### src/wvss_pkg.sv
// Package for the windowed vital sign statistics block.
// Holds window sizing, field widths, register indexes and the sequencer state type.
// No dependencies.
package wvss_pkg;

    // Window geometry
    localparam int WINDOW_LEN = 60;
    localparam int ADDR_W     = $clog2(WINDOW_LEN);
    localparam int FILL_W     = $clog2(WINDOW_LEN + 1);

    // Channels: heart rate, oxygen level, saturated variability
    localparam int NUM_CH    = 3;
    localparam int SAMPLE_W  = 8;
    localparam int SUM_W     = 16;
    localparam int COUNT_W   = 8;
    localparam int DIV_CNT_W = $clog2(SUM_W);

    // Acceptance and saturation limits
    localparam logic [7:0]  MIN_PAYLOAD = 8'd4;
    localparam logic [15:0] SAT_LIMIT   = 16'd255;
    localparam logic [COUNT_W-1:0] COUNT_LIMIT = 8'd255;

    // Port widths
    localparam int S_DATA_W  = 56;
    localparam int M_DATA_W  = 80;
    localparam int FILL_OUT_W = 6;
    localparam int PADDR_W   = 3;
    localparam int PDATA_W   = 32;

    // Register indexes (word index taken from paddr[2])
    localparam logic REG_SOURCE_CODE = 1'b0;
    localparam logic REG_REPORT_CODE = 1'b1;

    // Sequencer states
    typedef enum logic [1:0] {
        ST_IDLE,
        ST_SCAN,
        ST_DIV,
        ST_DONE
    } state_t;

endpackage

### src/windowed_vital_sign_stats.sv
// Windowed vital sign statistics: top level with window memory, scan and divider.
// Depends on wvss_pkg.
//
// Every beat on the slave side returns one result beat holding the minimum and maximum
// of the heart rate, oxygen and variability windows, the fill count and per channel a
// running average of pushed samples, whose sum and count restart from the window once
// the count saturates at 255; m_tuser flags whether the report matched the configured
// source and command codes (and carried at least four payload bytes) and so was pushed
// into the windows. The three 60-entry windows share one memory word per slot, in a
// memory with one write port and one registered read port. An item is accepted and
// written, then the filled slots are scanned through the read port, a bit-serial
// restoring divider forms the averages and the output register is loaded. Loading
// waits while the previous result is still held on the master side. The next beat is
// taken in the cycle after the output register is loaded, so a new beat can be taken
// while the previous result still waits on the master side. The windows need no
// clearing after reset, only filled slots are read.
module windowed_vital_sign_stats (
    input  logic                          aclk,
    input  logic                          aresetn,
    // source_id[7:0], command_id[15:8], payload_length[23:16], heart_rate[31:24],
    // oxygen_level[39:32], variability_ms[55:40]
    input  logic [wvss_pkg::S_DATA_W-1:0] s_tdata,
    input  logic                          s_tvalid,
    output logic                          s_tready,
    // rate_average[7:0], rate_minimum[15:8], rate_maximum[23:16],
    // oxygen_average[31:24], oxygen_minimum[39:32], oxygen_maximum[47:40],
    // variability_average[55:48], variability_minimum[63:56],
    // variability_maximum[71:64], fill_count[77:72], zero[79:78]
    output logic [wvss_pkg::M_DATA_W-1:0] m_tdata,
    // updated[0]
    output logic                          m_tuser,
    output logic                          m_tvalid,
    input  logic                          m_tready,
    input  logic                          psel,
    input  logic                          penable,
    input  logic                          pwrite,
    input  logic [wvss_pkg::PADDR_W-1:0]  paddr,
    input  logic [wvss_pkg::PDATA_W-1:0]  pwdata,
    output logic [wvss_pkg::PDATA_W-1:0]  prdata,
    output logic                          pready
);
    import wvss_pkg::*;

    localparam int WORD_W = NUM_CH * SAMPLE_W;

    // Window memory: one slot holds all three channel samples
    logic [WORD_W-1:0] mem [WINDOW_LEN];
    logic [WORD_W-1:0] rd_data_reg;
    logic              mem_we;
    logic [WORD_W-1:0] mem_wdata;
    logic              rd_en;

    // Configuration
    logic [7:0] source_code_reg, source_code_next;
    logic [7:0] report_code_reg, report_code_next;
    logic       cfg_write;

    // Sequencer and window bookkeeping
    state_t             state_reg, state_next;
    logic [FILL_W-1:0]  fill_reg, fill_next;
    logic [ADDR_W-1:0]  wpos_reg, wpos_next;
    logic [FILL_W-1:0]  scan_addr_reg, scan_addr_next;
    logic               rd_vld_reg, rd_vld_next;
    logic               upd_reg, upd_next;
    logic [DIV_CNT_W-1:0] div_cnt_reg, div_cnt_next;

    // Per-channel state
    logic [SUM_W-1:0]    sum_reg [NUM_CH];
    logic [SUM_W-1:0]    sum_next [NUM_CH];
    logic [COUNT_W-1:0]  cnt_reg [NUM_CH];
    logic [COUNT_W-1:0]  cnt_next [NUM_CH];
    logic                recomp_reg [NUM_CH];
    logic                recomp_next [NUM_CH];
    logic [SAMPLE_W-1:0] min_reg [NUM_CH];
    logic [SAMPLE_W-1:0] min_next [NUM_CH];
    logic [SAMPLE_W-1:0] max_reg [NUM_CH];
    logic [SAMPLE_W-1:0] max_next [NUM_CH];
    logic [SUM_W-1:0]    ssum_reg [NUM_CH];
    logic [SUM_W-1:0]    ssum_next [NUM_CH];
    logic [SUM_W-1:0]    dq_reg [NUM_CH];
    logic [SUM_W-1:0]    dq_next [NUM_CH];
    logic [COUNT_W-1:0]  rem_reg [NUM_CH];
    logic [COUNT_W-1:0]  rem_next [NUM_CH];

    // Divider step results
    logic [COUNT_W:0]    dtrial [NUM_CH];
    logic                dbit [NUM_CH];
    logic [COUNT_W-1:0]  drem [NUM_CH];

    // Output register
    logic [M_DATA_W-1:0] out_data_reg, out_data_next;
    logic                out_user_reg, out_user_next;
    logic                m_tvalid_reg, m_tvalid_next;

    // Input field decode
    logic [7:0]  in_src, in_cmd, in_len;
    logic [15:0] in_var;
    logic [SAMPLE_W-1:0] in_sample [NUM_CH];
    logic        in_acc;
    logic        in_pass;

    assign in_src       = s_tdata[7:0];
    assign in_cmd       = s_tdata[15:8];
    assign in_len       = s_tdata[23:16];
    assign in_sample[0] = s_tdata[31:24];
    assign in_sample[1] = s_tdata[39:32];
    assign in_var       = s_tdata[55:40];
    assign in_sample[2] = (in_var > SAT_LIMIT) ? SAT_LIMIT[7:0] : in_var[7:0];
    assign in_pass      = (in_src == source_code_reg) && (in_cmd == report_code_reg) &&
                          (in_len >= MIN_PAYLOAD);

    assign s_tready = (state_reg == ST_IDLE);
    assign in_acc   = s_tvalid && s_tready;
    assign m_tdata  = out_data_reg;
    assign m_tuser  = out_user_reg;
    assign m_tvalid = m_tvalid_reg;

    // APB register file
    assign pready    = 1'b1;
    assign cfg_write = psel && penable && pwrite && pready;

    always_comb begin
        source_code_next = source_code_reg;
        report_code_next = report_code_reg;
        if (cfg_write) begin
            unique case (paddr[2])
                REG_SOURCE_CODE: source_code_next = pwdata[7:0];
                REG_REPORT_CODE: report_code_next = pwdata[7:0];
            endcase
        end
    end

    always_comb begin
        unique case (paddr[2])
            REG_SOURCE_CODE: prdata = {{(PDATA_W-8){1'b0}}, source_code_reg};
            REG_REPORT_CODE: prdata = {{(PDATA_W-8){1'b0}}, report_code_reg};
        endcase
    end

    // One restoring division step per channel
    always_comb begin
        for (int c = 0; c < NUM_CH; c++) begin
            dtrial[c] = {rem_reg[c], dq_reg[c][SUM_W-1]};
            dbit[c]   = (dtrial[c] >= {1'b0, cnt_reg[c]});
            drem[c]   = dbit[c] ? COUNT_W'(dtrial[c] - {1'b0, cnt_reg[c]})
                                : COUNT_W'(dtrial[c]);
        end
    end

    // Write port and registered read port
    assign mem_wdata = {in_sample[2], in_sample[1], in_sample[0]};

    always_ff @(posedge aclk) begin
        if (mem_we) begin
            mem[wpos_reg] <= mem_wdata;
        end
    end

    always_ff @(posedge aclk) begin
        if (rd_en) begin
            rd_data_reg <= mem[scan_addr_reg[ADDR_W-1:0]];
        end
    end

    // Next state and datapath control
    always_comb begin
        state_next     = state_reg;
        fill_next      = fill_reg;
        wpos_next      = wpos_reg;
        scan_addr_next = scan_addr_reg;
        rd_vld_next    = 1'b0;
        upd_next       = upd_reg;
        div_cnt_next   = div_cnt_reg;
        out_data_next  = out_data_reg;
        out_user_next  = out_user_reg;
        mem_we         = 1'b0;
        rd_en          = 1'b0;
        for (int c = 0; c < NUM_CH; c++) begin
            sum_next[c]    = sum_reg[c];
            cnt_next[c]    = cnt_reg[c];
            recomp_next[c] = recomp_reg[c];
            min_next[c]    = min_reg[c];
            max_next[c]    = max_reg[c];
            ssum_next[c]   = ssum_reg[c];
            dq_next[c]     = dq_reg[c];
            rem_next[c]    = rem_reg[c];
        end
        // Drop the result once the sink takes it
        m_tvalid_next = m_tvalid_reg && !m_tready;

        unique case (state_reg)
            ST_IDLE: begin
                if (in_acc) begin
                    upd_next       = in_pass;
                    scan_addr_next = '0;
                    for (int c = 0; c < NUM_CH; c++) begin
                        min_next[c]    = '1;
                        max_next[c]    = '0;
                        ssum_next[c]   = '0;
                        recomp_next[c] = 1'b0;
                    end
                    // Push the samples and advance the running sums
                    if (in_pass) begin
                        mem_we = 1'b1;
                        if (fill_reg < FILL_W'(WINDOW_LEN)) begin
                            fill_next = fill_reg + 1'b1;
                        end
                        wpos_next = (wpos_reg == ADDR_W'(WINDOW_LEN - 1)) ? '0
                                                                         : wpos_reg + 1'b1;
                        for (int c = 0; c < NUM_CH; c++) begin
                            if (cnt_reg[c] < COUNT_LIMIT) begin
                                sum_next[c] = sum_reg[c] + SUM_W'(in_sample[c]);
                                cnt_next[c] = cnt_reg[c] + 1'b1;
                            end else begin
                                recomp_next[c] = 1'b1;
                            end
                        end
                    end
                    state_next = ST_SCAN;
                end
            end

            ST_SCAN: begin
                // Issue reads over the filled slots
                rd_en = (scan_addr_reg < fill_reg);
                if (rd_en) begin
                    scan_addr_next = scan_addr_reg + 1'b1;
                end
                rd_vld_next = rd_en;
                // Fold returned data into min, max and window sum
                if (rd_vld_reg) begin
                    for (int c = 0; c < NUM_CH; c++) begin
                        if (rd_data_reg[c*SAMPLE_W +: SAMPLE_W] < min_reg[c]) begin
                            min_next[c] = rd_data_reg[c*SAMPLE_W +: SAMPLE_W];
                        end
                        if (rd_data_reg[c*SAMPLE_W +: SAMPLE_W] > max_reg[c]) begin
                            max_next[c] = rd_data_reg[c*SAMPLE_W +: SAMPLE_W];
                        end
                        ssum_next[c] = ssum_reg[c] + SUM_W'(rd_data_reg[c*SAMPLE_W +: SAMPLE_W]);
                    end
                end
                // Scan done: reload saturated channels and start the divider
                if (!rd_en && !rd_vld_reg) begin
                    for (int c = 0; c < NUM_CH; c++) begin
                        if (recomp_reg[c]) begin
                            sum_next[c] = ssum_reg[c];
                            cnt_next[c] = COUNT_W'(fill_reg);
                            dq_next[c]  = ssum_reg[c];
                        end else begin
                            dq_next[c]  = sum_reg[c];
                        end
                        rem_next[c] = '0;
                    end
                    div_cnt_next = '0;
                    state_next   = ST_DIV;
                end
            end

            ST_DIV: begin
                for (int c = 0; c < NUM_CH; c++) begin
                    rem_next[c] = drem[c];
                    dq_next[c]  = {dq_reg[c][SUM_W-2:0], dbit[c]};
                end
                div_cnt_next = div_cnt_reg + 1'b1;
                if (div_cnt_reg == DIV_CNT_W'(SUM_W - 1)) begin
                    state_next = ST_DONE;
                end
            end

            ST_DONE: begin
                // Load the output register once it is free
                if (!m_tvalid_reg || m_tready) begin
                    out_data_next = '0;
                    for (int c = 0; c < NUM_CH; c++) begin
                        out_data_next[(3*c)*SAMPLE_W +: SAMPLE_W] =
                            (cnt_reg[c] == '0) ? '0 : dq_reg[c][SAMPLE_W-1:0];
                        out_data_next[(3*c+1)*SAMPLE_W +: SAMPLE_W] =
                            (fill_reg == '0) ? '0 : min_reg[c];
                        out_data_next[(3*c+2)*SAMPLE_W +: SAMPLE_W] =
                            (fill_reg == '0) ? '0 : max_reg[c];
                    end
                    out_data_next[3*NUM_CH*SAMPLE_W +: FILL_OUT_W] = FILL_OUT_W'(fill_reg);
                    out_user_next = upd_reg;
                    m_tvalid_next = 1'b1;
                    state_next    = ST_IDLE;
                end
            end
        endcase
    end

    // State registers
    always_ff @(posedge aclk) begin
        if (!aresetn) begin
            state_reg       <= ST_IDLE;
            fill_reg        <= '0;
            wpos_reg        <= '0;
            rd_vld_reg      <= 1'b0;
            m_tvalid_reg    <= 1'b0;
            source_code_reg <= '0;
            report_code_reg <= '0;
            for (int c = 0; c < NUM_CH; c++) begin
                sum_reg[c] <= '0;
                cnt_reg[c] <= '0;
            end
        end else begin
            state_reg       <= state_next;
            fill_reg        <= fill_next;
            wpos_reg        <= wpos_next;
            rd_vld_reg      <= rd_vld_next;
            m_tvalid_reg    <= m_tvalid_next;
            source_code_reg <= source_code_next;
            report_code_reg <= report_code_next;
            for (int c = 0; c < NUM_CH; c++) begin
                sum_reg[c] <= sum_next[c];
                cnt_reg[c] <= cnt_next[c];
            end
        end
    end

    // Payload registers
    always_ff @(posedge aclk) begin
        scan_addr_reg <= scan_addr_next;
        upd_reg       <= upd_next;
        div_cnt_reg   <= div_cnt_next;
        out_data_reg  <= out_data_next;
        out_user_reg  <= out_user_next;
        for (int c = 0; c < NUM_CH; c++) begin
            recomp_reg[c] <= recomp_next[c];
            min_reg[c]    <= min_next[c];
            max_reg[c]    <= max_next[c];
            ssum_reg[c]   <= ssum_next[c];
            dq_reg[c]     <= dq_next[c];
            rem_reg[c]    <= rem_next[c];
        end
    end

endmodule
### config.mk
export PLATFORM = sky130hd
export DESIGN_NAME = windowed_vital_sign_stats
export DESIGN_NICKNAME = d
export VERILOG_FILES = /design/src/wvss_pkg.sv /design/src/windowed_vital_sign_stats.sv
export SDC_FILE = /design/constraint.sdc
export NUM_CORES = 2
export LEC_CHECK = 0
export BUFFER_PORTS_ARGS = -buffer_cell sky130_fd_sc_hd__buf_2
export CAP_MARGIN = 5
export CORE_MARGIN = 4
export CORE_UTILIZATION = 42
export CTS_BUF_LIST = sky130_fd_sc_hd__clkbuf_8 sky130_fd_sc_hd__clkbuf_16
export DETAILED_ROUTE_END_ITERATION = 8
export SLEW_MARGIN = 40
export SYNTH_ARGS = -nofsm -noshare
export SYNTH_HDL_FRONTEND = slang
export SYNTH_SLANG_ARGS = --single-unit
### constraint.sdc
create_clock -name aclk -period 5.6 [get_ports aclk]
set_input_delay 0 -clock aclk [delete_from_list [all_inputs] [get_ports aclk]]
set_output_delay 0 -clock aclk [all_outputs]
set_load 0.005 [all_outputs]
Word level (Yosys, flattened, before mapping)
Memory sizes are Yosys's and may differ from the RTL's. A register that Yosys moved wholly into a read port is not among the register bits. Cells that the tools add are included.

Latch bits: 0. Output and inout bits: 116. RAM bits: 1683. ROM bits: 0. Bits of input ports: 98. Word-level logic and storage cells: 181. Memories kept: 9. Bits in registers: 122.

Memories: mem (depth 60, width 24, rd ports 1, clocked after memory_dff 1, wr ports 1, line windowed_vital_sign_stats.sv:47) `logic [WORD_W-1:0] mem [WINDOW_LEN];`; dq_reg (depth 3, width 16, rd ports 3, clocked after memory_dff 0, wr ports 3, line windowed_vital_sign_stats.sv:80) `logic [SUM_W-1:0] dq_reg [NUM_CH];`; ssum_reg (depth 3, width 16, rd ports 3, clocked after memory_dff 0, wr ports 3, line windowed_vital_sign_stats.sv:78) `logic [SUM_W-1:0] ssum_reg [NUM_CH];`; sum_reg (depth 3, width 16, rd ports 3, clocked after memory_dff 0, wr ports 3, line windowed_vital_sign_stats.sv:68) `logic [SUM_W-1:0] sum_reg [NUM_CH];`; cnt_reg (depth 3, width 8, rd ports 3, clocked after memory_dff 0, wr ports 3, line windowed_vital_sign_stats.sv:70) `logic [COUNT_W-1:0] cnt_reg [NUM_CH];`; max_reg (depth 3, width 8, rd ports 3, clocked after memory_dff 0, wr ports 3, line windowed_vital_sign_stats.sv:76) `logic [SAMPLE_W-1:0] max_reg [NUM_CH];`; 3 more memories.

$lt $le $gt $ge: 16. Eq/ne operators: 12. Reduce and logical (&&, ||, !) cells: 28. Muxes and demuxes: 77. Add/subtract/negate cells: 16. Bitwise operators: 7. Shift operators: 0. Divide/modulo/power cells: 0. Multipliers: 0.

Operators by type and width (number): $mux 48 (6); $pmux 48 s2 (3); $mux 24 (8); $pmux 24 s2 (4); $mux 8 (19); $mux 16 (9); $add 16x8->16 (6); $pmux 32 s2 (1); $ge 9x8->1 (3); $add 8x1->8 const B (3); $gt 8x8->1 (3); $logic_not 8->1 (3); $lt 8x8->1 (3); $lt 8x8->1 const B (3); $sub 8x8->8 (3); $add 6x1->6 const B (3); $mux 6 (3); $eq 8x8->1 (2); $gt 16x8->1 const B (1); $mux 1 (13); $pmux 6 s2 (1); $reduce_and 2->1 (5); $mux 3 (3); $ge 8x3->1 const B (1); 23 further kinds (47).

Longest topological paths before layout
Depth after elaboration: 8. Depth in mapped cells: 12. Depth with buffers taken out: 12.

Worst setup path before layout
Ideal clock, no wire load.

Kind: flip-flop to flip-flop. Start point: register state_reg[1]. End point: register out_data_reg[0] (netlist: m_tdata[0]) (enable). Data arrival time: 4.051 ns. Period minus slack after synthesis: 4.577 ns. Setup time: 0.526 ns. Cell stages (with the launch flop): 3. Data required time: 5.074 ns. Path buffers: 0. Slack: 1.023 ns. Path through: dfxtp_1 ha_1 nor2b_1.

Cells in the longest elaborated chain, start to end: 2.

Ends and longest elaborated chain: start, declared (line windowed_vital_sign_stats.sv:59) `state_t state_reg, state_next;`; start signal, assigned (line windowed_vital_sign_stats.sv:306) `state_reg <= state_next;`; $eq 2x2->1 (line windowed_vital_sign_stats.sv:191) `unique case (state_reg)`; $reduce_and 2->1 (no line); end signal, assigned (line windowed_vital_sign_stats.sv:325) `out_data_reg <= out_data_next;`; end, declared (line windowed_vital_sign_stats.sv:91) `logic [M_DATA_W-1:0] out_data_reg, out_data_next;`.

Every way passes these cells. A chain may end at the register's enable or synchronous reset.

Worst setup path in the final report
Start point: register report_code_reg[1]. End point: memory mem[8][10] (netlist name) (enable).

Cells in the longest elaborated chain, start to end: 8.

Ends and longest elaborated chain: start, declared (line windowed_vital_sign_stats.sv:55) `logic [7:0] report_code_reg, report_code_next;`; start signal, assigned (line windowed_vital_sign_stats.sv:312) `report_code_reg <= report_code_next;`; $eq 8x8->1 (line windowed_vital_sign_stats.sv:109) `assign in_pass = (in_src == source_code_reg) && (in_cmd == report_code_reg) &&`; $logic_and 1x1->1 (2 in series) (line windowed_vital_sign_stats.sv:109); $mux 1 (line windowed_vital_sign_stats.sv:203) `if (in_pass) begin`; $mux 1 (line windowed_vital_sign_stats.sv:193) `if (in_acc) begin`; $mux 1 (line windowed_vital_sign_stats.sv:191); $mux 1 (line windowed_vital_sign_stats.sv:154) `if (mem_we) begin`; $mux 1 (implied by the code) (line windowed_vital_sign_stats.sv:155) `mem[wpos_reg] <= mem_wdata;`; end, declared (line windowed_vital_sign_stats.sv:47).

Every way passes these cells.

==> summary.txt <==
maximum capacitance violations -> 0
die area -> 189000 sq um
Power, Total -> 41.0 mW
CTS Hold Bufs -> 54
design area -> 88200 sq um
final wirelength -> 192000 microns
measured slew at the worst slew-check pin -> 0.901 ns
All-Layer GR Usage -> 20.2%
worst slack, placed -> 1.02 ns
worst endpoint required time -> 6.11 ns
First-pass DRT Iterations -> 7
CP Data Arrival Time -> 5.07 ns
Final setup violation count -> 0
Root Buffer -> clkbuf_16
unrepaired setup endpoints after global routing -> no
drt drc -> 0
worst skew pair latency -> 0.83 ns
crit-path max FO -> 15
Clock Skew -> 0.0542 ns
antenna viol nets, final -> 0
Most flops, register -> mem
area grow syn2layout -> 15.2%
Max VDD drop -> 465 uV
Rel. slew slack -> 40.0%
Syn Area/Cell -> 17.8 sq um
Vias -> 40600
EDFF count, synth -> 1725
Avg WL per Cell -> 26.8 microns
P per Cell Area -> 465 nW/um^2
largest net degree at the start of global routing -> 100
Rows -> 156
Critical Path Source Type -> register
Die Span Y -> 435 microns
Hold WC Path Type -> in2reg
count of different cell masters after synthesis -> 73
#FFs+latches synth -> 1829
PostCTS Resize Cnt -> 0
CTS H-tree lvls -> 4
DR iter-0 viols -> 4047
first-pass GRT wire length -> 282000 microns
clock buffer count from CTS -> 186
Synth Cell Area -> 76500 sq um
CTS tree -> built
Clock Sink Count -> 1829
Max Transition Viols Final -> 0
sequential share of the synthesized area -> 70.4%
Bufs on Longest Clock Path -> 3
total grt overflow -> 0
setup total negative slack -> 0 ns
vias in the first global route -> 41000
Initial Util -> 42.3%
Tcrit/Tclk final -> 81.4%
layout cell share with drive strength beyond 1 -> 24.1%
Worst-path clk slew -> 0.06 ns
Hold Vio Cnt, Final -> 0
Lkg Pwr -> 30.3 nW
core area -> 181000 sq um
I/O pins -> 214
fmax -> 219 MHz
fillers -> 14900
top_reg_cell synth -> edfxtp_1
Period minus WS final -> 4.56 ns
Placer Congestion -> 0.834
Cells after Synth -> 4293
post-CTS setup buffer count -> 0
vias per cell -> 5.67
die span in x -> 435 microns
initial antenna violation count -> 11
Post-DP Area -> 81500 sq um
worst setup margin -> 1.04 ns
Setup CP Type -> reg2reg
DP HPWL -> 121000 microns
Synth warnings -> 0
Async SR Flop Fraction -> 0%
Nets -> 4873
Port-buffer cells -> 158
number of flip-flops in the largest register -> 1440
CP endpoint kind -> register
status -> finished clean
cell usage in the layout (no fill, tap or decap), types with 17 or more instances in the layout:
master            n
buf_16           20
and2_1           63
mux2i_1          83
buf_8            17
or3_1            18
nor2b_1          41
buf_4            92
clkinv_2         22
a21oi_1         113
nor2_4           47
nor2_2           17
nand2_1         172
ha_1            136
nand4_1          27
nor3_1           44
nor4_1           18
clkinv_1         52
dfxtp_1         104
xor2_1           45
clkbuf_16       188
bufinv_16        17
and3_1           24
xnor2_1          31
edfxtp_1       1725
dlygate4sd3_1    54
or2_2            17
nand3_1          68
nand2b_1         42
a211oi_1         32
buf_2           158
conb_1           27
o21ai_1          41
nor2_1          183
inv_1           172
mux4_2          456
o21ai_0         127
mux2_2           32
a21o_1           31
area by class of cell:
type,instances,area [sq um],area share [%]
Antenna cell,5,12.5,0.0142
Clock buffer,188,4690,5.32
Clock inverter,159,1330,1.51
Inverter,133,503,0.570
Multi-Input combinational cell,2120,21600,24.5
Sequential cell,1829,53900,61.1
Tap cell,2370,2970,3.36
Timing Repair Buffer,358,3140,3.56
where the power goes:
group | internal, mW | switching (mW) | total [mW] | leakage (nW)
logic | 5.04 | 6.83 | 11.9 | 9.41
registers | 16.2 | 0.710 | 17.0 | 17.8
clock network | 6.90 | 5.30 | 12.2 | 3.07
total | 28.2 | 12.8 | 41.0 | 30.3
cell usage after synthesis (all sizes together) (10+ instances only):
master / number / area (sq um)
nor3: 46 / 230
mux4: 456 / 10300
nor2: 247 / 927
o22ai: 10 / 62.6
nand2b: 42 / 263
nand2: 173 / 652
o21a: 15 / 113
nand4: 27 / 169
xor2: 45 / 394
clkbuf: 122 / 459
ha: 138 / 1730
mux2: 32 / 360
o21ai: 169 / 846
nand3: 70 / 350
mux2i: 83 / 831
edfxtp: 1725 / 51800
or2: 17 / 106
a21oi: 114 / 571
or3: 18 / 113
dfxtp: 104 / 2080
o21bai: 10 / 75.1
inv: 133 / 499
buf: 114 / 619
nor2b: 42 / 263
a211oi: 32 / 240
a21o: 32 / 240
nor4: 18 / 113
and3: 25 / 156
xnor2: 31 / 272
a31oi: 15 / 93.8
and2: 63 / 394
metal layers:
metal / share of wire, % / vias up / global-route usage, %
met5: 0.0036 / - / 0
met4: 1.9 / 2 / 4.40
met3: 5.9 / 222 / 3.15
met2: 50 / 1254 / 33.8
met1: 43 / 21300 / 28.1
li1: - / 17800 / -
critical path: stages, from the launching register on:
cell,delay [ns]
dfxtp_1,0.34
xor2_1,0.17
nor4_1,0.46
and3_1,0.45
nand3_1,0.55
buf_4,0.38
nor2_1,0.25
nand2_1,0.56
nor2_4,0.72
buf_4,0.34
final timing paths:
kind	slack [ns]	startpoint	cells past startpoint	endpoint
max	1.04	report_code_reg[1]	9	mem[8][10]
min	0.09	s_tdata[49]	4	mem[52][23]
max reg2reg	1.04	report_code_reg[1]	9	mem[8][10]
min reg2reg	0.48	upd_reg	0	m_tuser
cell families (layout without fill, tap and decap cells):
kind of cell	Yosys count	count (layout)	synth area share [%]
AOI/OAI and AO/OA	493	493	4.13
xor gates and xnor gates	76	76	0.870
adders and majority gates	147	147	2.49
buffers and inverters	369	838	2.06
DFF	1829	1829	70.4
muxes	571	571	15.0
other	2	32	0.00981
and+or+nand+nor	806	806	5.07
stage by stage:
stage,std cells,util (%),hold WS [ns]
2_1_floorplan,4318,-,0.0989
3_3_place_gp,6713,44.6,0.260
3_5_place_dp,6751,45.0,0.261
4_1_cts,7152,48.7,0.0452
5_1_grt,7157,48.7,0.0811
6_report,7162,48.7,0.0889
No activity file was read; power rests on OpenSTA's default activity.
